**src/design/gid_pkg.sv**
```systemverilog
// ----------------------------------------------------------------------------
// Island disconnect package
// Shared sizes, register indexes, result codes and the controller/datapath
// command and status structures.
// ----------------------------------------------------------------------------
package gid_pkg;

  localparam int MAX_ROWS = 32;
  localparam int MAX_COLS = 32;
  localparam int CELLS    = MAX_ROWS * MAX_COLS;

  localparam int ROW_W = (MAX_ROWS > 1) ? $clog2(MAX_ROWS) : 1;
  localparam int COL_W = (MAX_COLS > 1) ? $clog2(MAX_COLS) : 1;
  localparam int RC_W  = $clog2(MAX_ROWS + 1);
  localparam int CC_W  = $clog2(MAX_COLS + 1);
  localparam int IDX_W = (CELLS > 1) ? $clog2(CELLS) : 1;
  localparam int CNT_W = $clog2(CELLS + 1);
  localparam int QW    = ROW_W + COL_W;

  localparam int CFG_W     = 6;
  localparam int CFG_IDX_W = 2;

  localparam logic [CFG_IDX_W-1:0] REG_ROWS = CFG_IDX_W'(0);
  localparam logic [CFG_IDX_W-1:0] REG_COLS = CFG_IDX_W'(1);
  localparam logic [CFG_W-1:0]     CFG_RESET = CFG_W'(32);

  localparam logic [1:0] DAYS_ZERO = 2'd0;
  localparam logic [1:0] DAYS_ONE  = 2'd1;
  localparam logic [1:0] DAYS_TWO  = 2'd2;

  typedef enum logic [1:0] {
    PS_SCAN,
    PS_CUR_NB,
    PS_TRIAL,
    PS_TRIAL_NB
  } probe_src_e;

  typedef struct packed {
    logic       in_ready;
    probe_src_e probe_src;
    logic       scan_clr;
    logic       scan_adv;
    logic       mark_clr;
    logic       mark_set;
    logic       push;
    logic       pop;
    logic       comp_clr;
    logic       comp_inc;
    logic       land_clr;
    logic       land_inc;
    logic       cur_load;
    logic       k_clr;
    logic       k_inc;
    logic       flag_wr;
    logic       trial_clr;
    logic       trial_adv;
    logic       skip_set;
    logic       skip_off;
    logic       out_load;
    logic [1:0] days;
  } cmd_t;

  typedef struct packed {
    logic       in_last_acc;
    logic       land_eff;
    logic       marked;
    logic       s_last;
    logic       t_last;
    logic       k3;
    logic       k7;
    logic       q_empty;
    logic [1:0] comps;
    logic       land_one;
    logic       all8;
    logic       any4;
    logic       out_busy;
  } sts_t;

  // Neighbor order: west, east, north, south, then the four diagonals.
  function automatic logic signed [1:0] nb_dr(input logic [2:0] k);
    logic signed [1:0] d;
    case (k)
      3'd2, 3'd4, 3'd5: d = -2'sd1;
      3'd3, 3'd6, 3'd7: d = 2'sd1;
      default:          d = 2'sd0;
    endcase
    return d;
  endfunction

  function automatic logic signed [1:0] nb_dc(input logic [2:0] k);
    logic signed [1:0] d;
    case (k)
      3'd0, 3'd4, 3'd6: d = -2'sd1;
      3'd1, 3'd5, 3'd7: d = 2'sd1;
      default:          d = 2'sd0;
    endcase
    return d;
  endfunction

endpackage

```
**src/design/gid_ctrl.sv**
```systemverilog
// ----------------------------------------------------------------------------
// Island disconnect controller
// Sequences loading, mark clearing, component search and trial removals.
// ----------------------------------------------------------------------------
module gid_ctrl (
  input  logic          clk_i,
  input  logic          rst_ni,
  input  gid_pkg::sts_t sts_i,
  output gid_pkg::cmd_t cmd_o
);
  import gid_pkg::*;

  typedef enum logic [3:0] {
    S_IDLE,
    S_CLR,
    S_SC_RD,
    S_SC_CHK,
    S_POP,
    S_CUR,
    S_NB_RD,
    S_NB_CHK,
    S_DONE,
    S_TR_RD,
    S_TR_CHK,
    S_TN_RD,
    S_TN_CHK,
    S_TR_EVAL,
    S_OUT
  } state_e;

  state_e     state_q, state_d;
  logic [1:0] days_q, days_d;
  logic       trial_q, trial_d;

  always_comb begin
    cmd_o           = '0;
    cmd_o.probe_src = PS_SCAN;
    cmd_o.days      = days_q;
    state_d         = state_q;
    days_d          = days_q;
    trial_d         = trial_q;
    case (state_q)
      S_IDLE: begin
        cmd_o.in_ready = 1'b1;
        if (sts_i.in_last_acc) begin
          cmd_o.scan_clr = 1'b1;
          cmd_o.skip_off = 1'b1;
          cmd_o.land_clr = 1'b1;
          trial_d        = 1'b0;
          state_d        = S_CLR;
        end
      end
      S_CLR: begin
        cmd_o.mark_clr = 1'b1;
        if (sts_i.s_last) begin
          cmd_o.scan_clr = 1'b1;
          cmd_o.comp_clr = 1'b1;
          state_d        = S_SC_RD;
        end else begin
          cmd_o.scan_adv = 1'b1;
        end
      end
      S_SC_RD: begin
        state_d = S_SC_CHK;
      end
      S_SC_CHK: begin
        cmd_o.land_inc = !trial_q;
        if (sts_i.land_eff && !sts_i.marked) begin
          cmd_o.comp_inc = 1'b1;
          if (sts_i.comps == 2'd1) begin
            state_d = S_DONE;
          end else begin
            cmd_o.mark_set = 1'b1;
            cmd_o.push     = 1'b1;
            state_d        = S_POP;
          end
        end else if (sts_i.s_last) begin
          state_d = S_DONE;
        end else begin
          cmd_o.scan_adv = 1'b1;
          state_d        = S_SC_RD;
        end
      end
      S_POP: begin
        if (!sts_i.q_empty) begin
          cmd_o.pop = 1'b1;
          state_d   = S_CUR;
        end else if (sts_i.s_last) begin
          state_d = S_DONE;
        end else begin
          cmd_o.scan_adv = 1'b1;
          state_d        = S_SC_RD;
        end
      end
      S_CUR: begin
        cmd_o.cur_load = 1'b1;
        cmd_o.k_clr    = 1'b1;
        state_d        = S_NB_RD;
      end
      S_NB_RD: begin
        cmd_o.probe_src = PS_CUR_NB;
        state_d         = S_NB_CHK;
      end
      S_NB_CHK: begin
        if (sts_i.land_eff && !sts_i.marked) begin
          cmd_o.mark_set = 1'b1;
          cmd_o.push     = 1'b1;
        end
        cmd_o.k_inc = 1'b1;
        state_d     = sts_i.k3 ? S_POP : S_NB_RD;
      end
      S_DONE: begin
        if (!trial_q) begin
          if (sts_i.comps != 2'd1) begin
            days_d  = DAYS_ZERO;
            state_d = S_OUT;
          end else if (sts_i.land_one) begin
            days_d  = DAYS_ONE;
            state_d = S_OUT;
          end else begin
            cmd_o.trial_clr = 1'b1;
            state_d         = S_TR_RD;
          end
        end else begin
          cmd_o.skip_off = 1'b1;
          if (sts_i.comps != 2'd1) begin
            days_d  = DAYS_ONE;
            state_d = S_OUT;
          end else if (sts_i.t_last) begin
            days_d  = DAYS_TWO;
            state_d = S_OUT;
          end else begin
            cmd_o.trial_adv = 1'b1;
            state_d         = S_TR_RD;
          end
        end
      end
      S_TR_RD: begin
        cmd_o.probe_src = PS_TRIAL;
        state_d         = S_TR_CHK;
      end
      S_TR_CHK: begin
        if (sts_i.land_eff) begin
          cmd_o.k_clr = 1'b1;
          state_d     = S_TN_RD;
        end else if (sts_i.t_last) begin
          days_d  = DAYS_TWO;
          state_d = S_OUT;
        end else begin
          cmd_o.trial_adv = 1'b1;
          state_d         = S_TR_RD;
        end
      end
      S_TN_RD: begin
        cmd_o.probe_src = PS_TRIAL_NB;
        state_d         = S_TN_CHK;
      end
      S_TN_CHK: begin
        cmd_o.flag_wr = 1'b1;
        cmd_o.k_inc   = 1'b1;
        state_d       = sts_i.k7 ? S_TR_EVAL : S_TN_RD;
      end
      S_TR_EVAL: begin
        if (sts_i.all8 || !sts_i.any4) begin
          if (sts_i.t_last) begin
            days_d  = DAYS_TWO;
            state_d = S_OUT;
          end else begin
            cmd_o.trial_adv = 1'b1;
            state_d         = S_TR_RD;
          end
        end else begin
          cmd_o.skip_set = 1'b1;
          cmd_o.scan_clr = 1'b1;
          trial_d        = 1'b1;
          state_d        = S_CLR;
        end
      end
      S_OUT: begin
        if (!sts_i.out_busy) begin
          cmd_o.out_load = 1'b1;
          state_d        = S_IDLE;
        end
      end
      default: begin
        state_d = S_IDLE;
      end
    endcase
  end

  always_ff @(posedge clk_i or negedge rst_ni) begin
    if (!rst_ni) begin
      state_q <= S_IDLE;
      days_q  <= DAYS_ZERO;
      trial_q <= 1'b0;
    end else begin
      state_q <= state_d;
      days_q  <= days_d;
      trial_q <= trial_d;
    end
  end

endmodule

```
**config.mk**
```make
export PLATFORM = sky130hd
export DESIGN_NAME = gid_ctrl
export DESIGN_NICKNAME = d
export VERILOG_FILES = /design/src/design/gid_pkg.sv /design/src/design/gid_ctrl.sv
export SDC_FILE = /design/constraint.sdc
export NUM_CORES = 1
export LEC_CHECK = 0
export BUFFER_PORTS_ARGS = -buffer_cell sky130_fd_sc_hd__buf_4
export CORE_MARGIN = 3
export CORE_UTILIZATION = 45
export DETAILED_ROUTE_END_ITERATION = 12
export PLACE_DENSITY = 0.87
export REMOVE_ABC_BUFFERS = 1
export SYNTH_ARGS = -nofsm -noshare
export SYNTH_HDL_FRONTEND = slang
export SYNTH_SLANG_ARGS = --single-unit
```
**constraint.sdc**
```tcl
create_clock -name clk_i -period 2 [get_ports clk_i]
set_clock_uncertainty 0.1 [all_clocks]
set_input_delay 0.3 -clock clk_i [delete_from_list [all_inputs] [get_ports clk_i]]
set_output_delay 0.3 -clock clk_i [all_outputs]
set_load 0.02 [all_outputs]
```
==> impl_metrics.tcl <==
set metrics [dict create \
    synth_area_um2 823 \
    async_flop_share_pct 100 \
    antenna_cells 0 \
    drive_gt1_share_pct 49.4 \
    timing.final.hold_violations 0 \
    clkLatencyLatePin_ps 270 \
    core_um2 1610 \
    fin_crit_ps 2090 \
    cts_htree_levels 1 \
    synth_cell_types 37 \
    cp.required_ps 1600 \
    critPathLaunchType "flop" \
    switching_share_pct 52.1 \
    vias_per_cell 6.57 \
    fin_crit_sh_pct 104 \
    dpl.hpwl_um 2350 \
    nets 197 \
    ant_nets 0 \
    min_to "state_q[0]" \
    intPower_mw 1.01 \
    cts_sinks 7 \
    synthTopCellsByArea "dfrtp_1 (21%), nor2_1 (5.9%), nand2b_1 (5.3%), nor2b_1 (5.3%), nand2_1 (4.6%)" \
    max_slew_margin_pct 67.3 \
    cts_tree "done" \
    path_cells "buf_4, nor2_2, and3_1, o21bai_1, a21oi_1, buf_4" \
    cp_common_cell "buf_4" \
    synth_seq_area_share_pct 21.3 \
    setup_viol 10 \
    cap_viol_max_count 0 \
    hold_depth 2 \
    grtUsageTotal_pct 30.0 \
    pwr-share-seq_pct 16.8 \
    vias 1340 \
    path_clk_slew_ps 60 \
    numCtsBuffers 3 \
    floorplan.initialDensity_pct 51.1 \
    postSynthCellCount 120 \
    hold_path_class "input pin to flop" \
    path_class "flop to output pin" \
    yosysMostFrequentCell "nor2_1" \
    p_sw_mw 1.10 \
    combPwrFrac_pct 76.6 \
    layout_setup_ws_ps -87.5 \
    reg2regPathDepth 6 \
    cts-root-buf "clkbuf_4" \
    fillers 89 \
    power.leakage_nw 0.685 \
    place_congestion 0.926 \
    vdd_drop_max_v 0.00112 \
    synth_edf_count 0 \
    violations "setup timing" \
    fp.dieH_um 48.8 \
    end_kind "output pin" \
    worst-r2r-setup-slack_ps -50 \
    clock_power_share_pct 6.6 \
    route.detailed.wl_per_inst_um 20.9 \
    grt_pass1_wl_um 5640 \
    top_level_ports 40 \
    cp_data_arrival_time_ps 1690 \
    rsz0062_at_grt "true" \
    finalPower_mw 2.11 \
    yosys.area.top_type_share_pct 21.3 \
    fmax_mhz 479 \
    synth_common_cells "nor2_1 (13), nand2_1 (10), inv_1 (8)" \
    clockBufferDepth 2 \
    first_global_vias 1182 \
    area_delta_synth_final_pct 71.9 \
    synth_warnings 0 \
    die-area_um2 2380 \
    r2r-start "state_q[0]" \
    synth_flop_cell "dfrtp_1" \
    drt_iter0_drc 114 \
    fin_util_pct 87.8 \
    slowest_stage "dfrtp_2" \
    reg2reg_to "state_q[0]" \
    syn_avg_cell_area_um2 6.86 \
    tightest_slew_ps 485 \
    max_stage_delay_ps 450 \
    power_density_nw_per_um2 1490 \
    grt_max_degree 12 \
    grt.overflow.total 0 \
    ys_ff_latch 7 \
    maxSlewViolCount 0 \
    placementRows 14 \
    dr.pass1.iters 5 \
    antenna_found_initial 0 \
    drc 0 \
    synth_top_area_cell "dfrtp_1" \
    numPortBuffers 39 \
    cp_max_fo 5 \
    finalWirelength_um 4260 \
    die_w_um 48.8 \
    status "finished, violations left" \
    hp-start "sts_i[10]" \
]
## area by class of cell
class | instances | area [µm²] | share of cell area [%]
clock buffers | 4 | 26.3 | 1.86
inverters | 8 | 30.0 | 2.12
multi-input cells | 96 | 651 | 46.0
flip-flops and latches | 7 | 180 | 12.7
well taps | 24 | 30.0 | 2.12
repair buffers | 65 | 498 | 35.2
## worst max-delay path: cells and delay by family, from the launching register on
kind | cells | cell delay [ps]
AND/OR/NAND/NOR | 2 | 390
AO/OA/AOI/OAI | 2 | 250
flip-flops | 1 | 450
buffers and inverters | 2 | 330
## power by group through the flow
stage	sequential (mW)	clock [mW]	combinational [mW]
2_1_floorplan	0.387	0	0.630
3_3_place_gp	0.353	0	1.13
3_5_place_dp	0.365	0	1.16
4_1_cts	0.334	0.136	1.38
5_1_grt	0.357	0.154	1.69
6_report	0.355	0.139	1.62
## worst max path at each step
stage                    start   endpoint  slack (ps)  cells after the start
floorplan           state_q[0]  cmd_o[20]        -370                      4
global placement    state_q[2]   cmd_o[4]         140                      4
detailed placement  state_q[2]   cmd_o[4]          70                      4
CTS                 state_q[0]   cmd_o[5]           5                      3
global route        state_q[1]  cmd_o[19]        -160                      6
finish              state_q[1]  cmd_o[19]         -90                      6
## kinds of logic after synthesis
family	count (synthesis)	synth area share [%]
buffers and inverters	17	9.27
and+or+nand+nor	62	41.3
AOI/OAI and AO/OA	34	28.1
DFF	7	21.3
## metrics by stage
| step | area (µm²) | cells | worst slack (ps) | hold slack, ps | setup TNS (ps) |
|---|---|---|---|---|---|
| 2_1_floorplan | 777 | 111 | -370 | -95.6 | -804 |
| 3_3_place_gp | 1180 | 185 | 142 | 12.4 | 0 |
| 3_5_place_dp | 1180 | 185 | 71.4 | 15.0 | 0 |
| 4_1_cts | 1330 | 200 | 4.82 | 144 | 0 |
| 5_1_grt | 1420 | 204 | -158 | 152 | -901 |
| 6_report | 1420 | 204 | -87.5 | 163 | -420 |
## registers in the layout, indices dropped and copies added (netlist names)
name	count
trial_q	1
days_q	2
state_q	4
## timing repair
action	CTS	global route
endpoints found under the hold margin	7	0
setup buffers	10	4
hold buffers	1	0
gates resized for setup	10	14
pin swaps	1	3
endpoints found under the setup margin	12	10
## placed cells by master, fill, tap and decap left out, types with 2 or more instances in the layout
cell      count
nand3_1       4
dfrtp_2       4
nor2_4        2
inv_1         8
a21oi_1       7
or4b_4        2
a31oi_1       2
and2_1        2
nor2_1        9
buf_6         2
nor3_1        3
a32oi_1       3
nor4_1        2
nor2_2        2
o22ai_1       3
and3_1        3
nor2b_1       7
nand2_1       9
o21ai_0       7
clkbuf_4      3
buf_4        60
dfrtp_1       3
nor4_2        2
nand2b_1      6
## layer usage
metal | GRT usage [%] | part of all wire [%] | vias to the layer above
met5 | 0 | 0 | -
met4 | 9.48 | 7.1 | 0
met3 | 6.73 | 16 | 46
met2 | 51.8 | 45 | 159
met1 | 36.6 | 32 | 579
li1 | - | - | 556
Power figures use the tool's default switching activity.
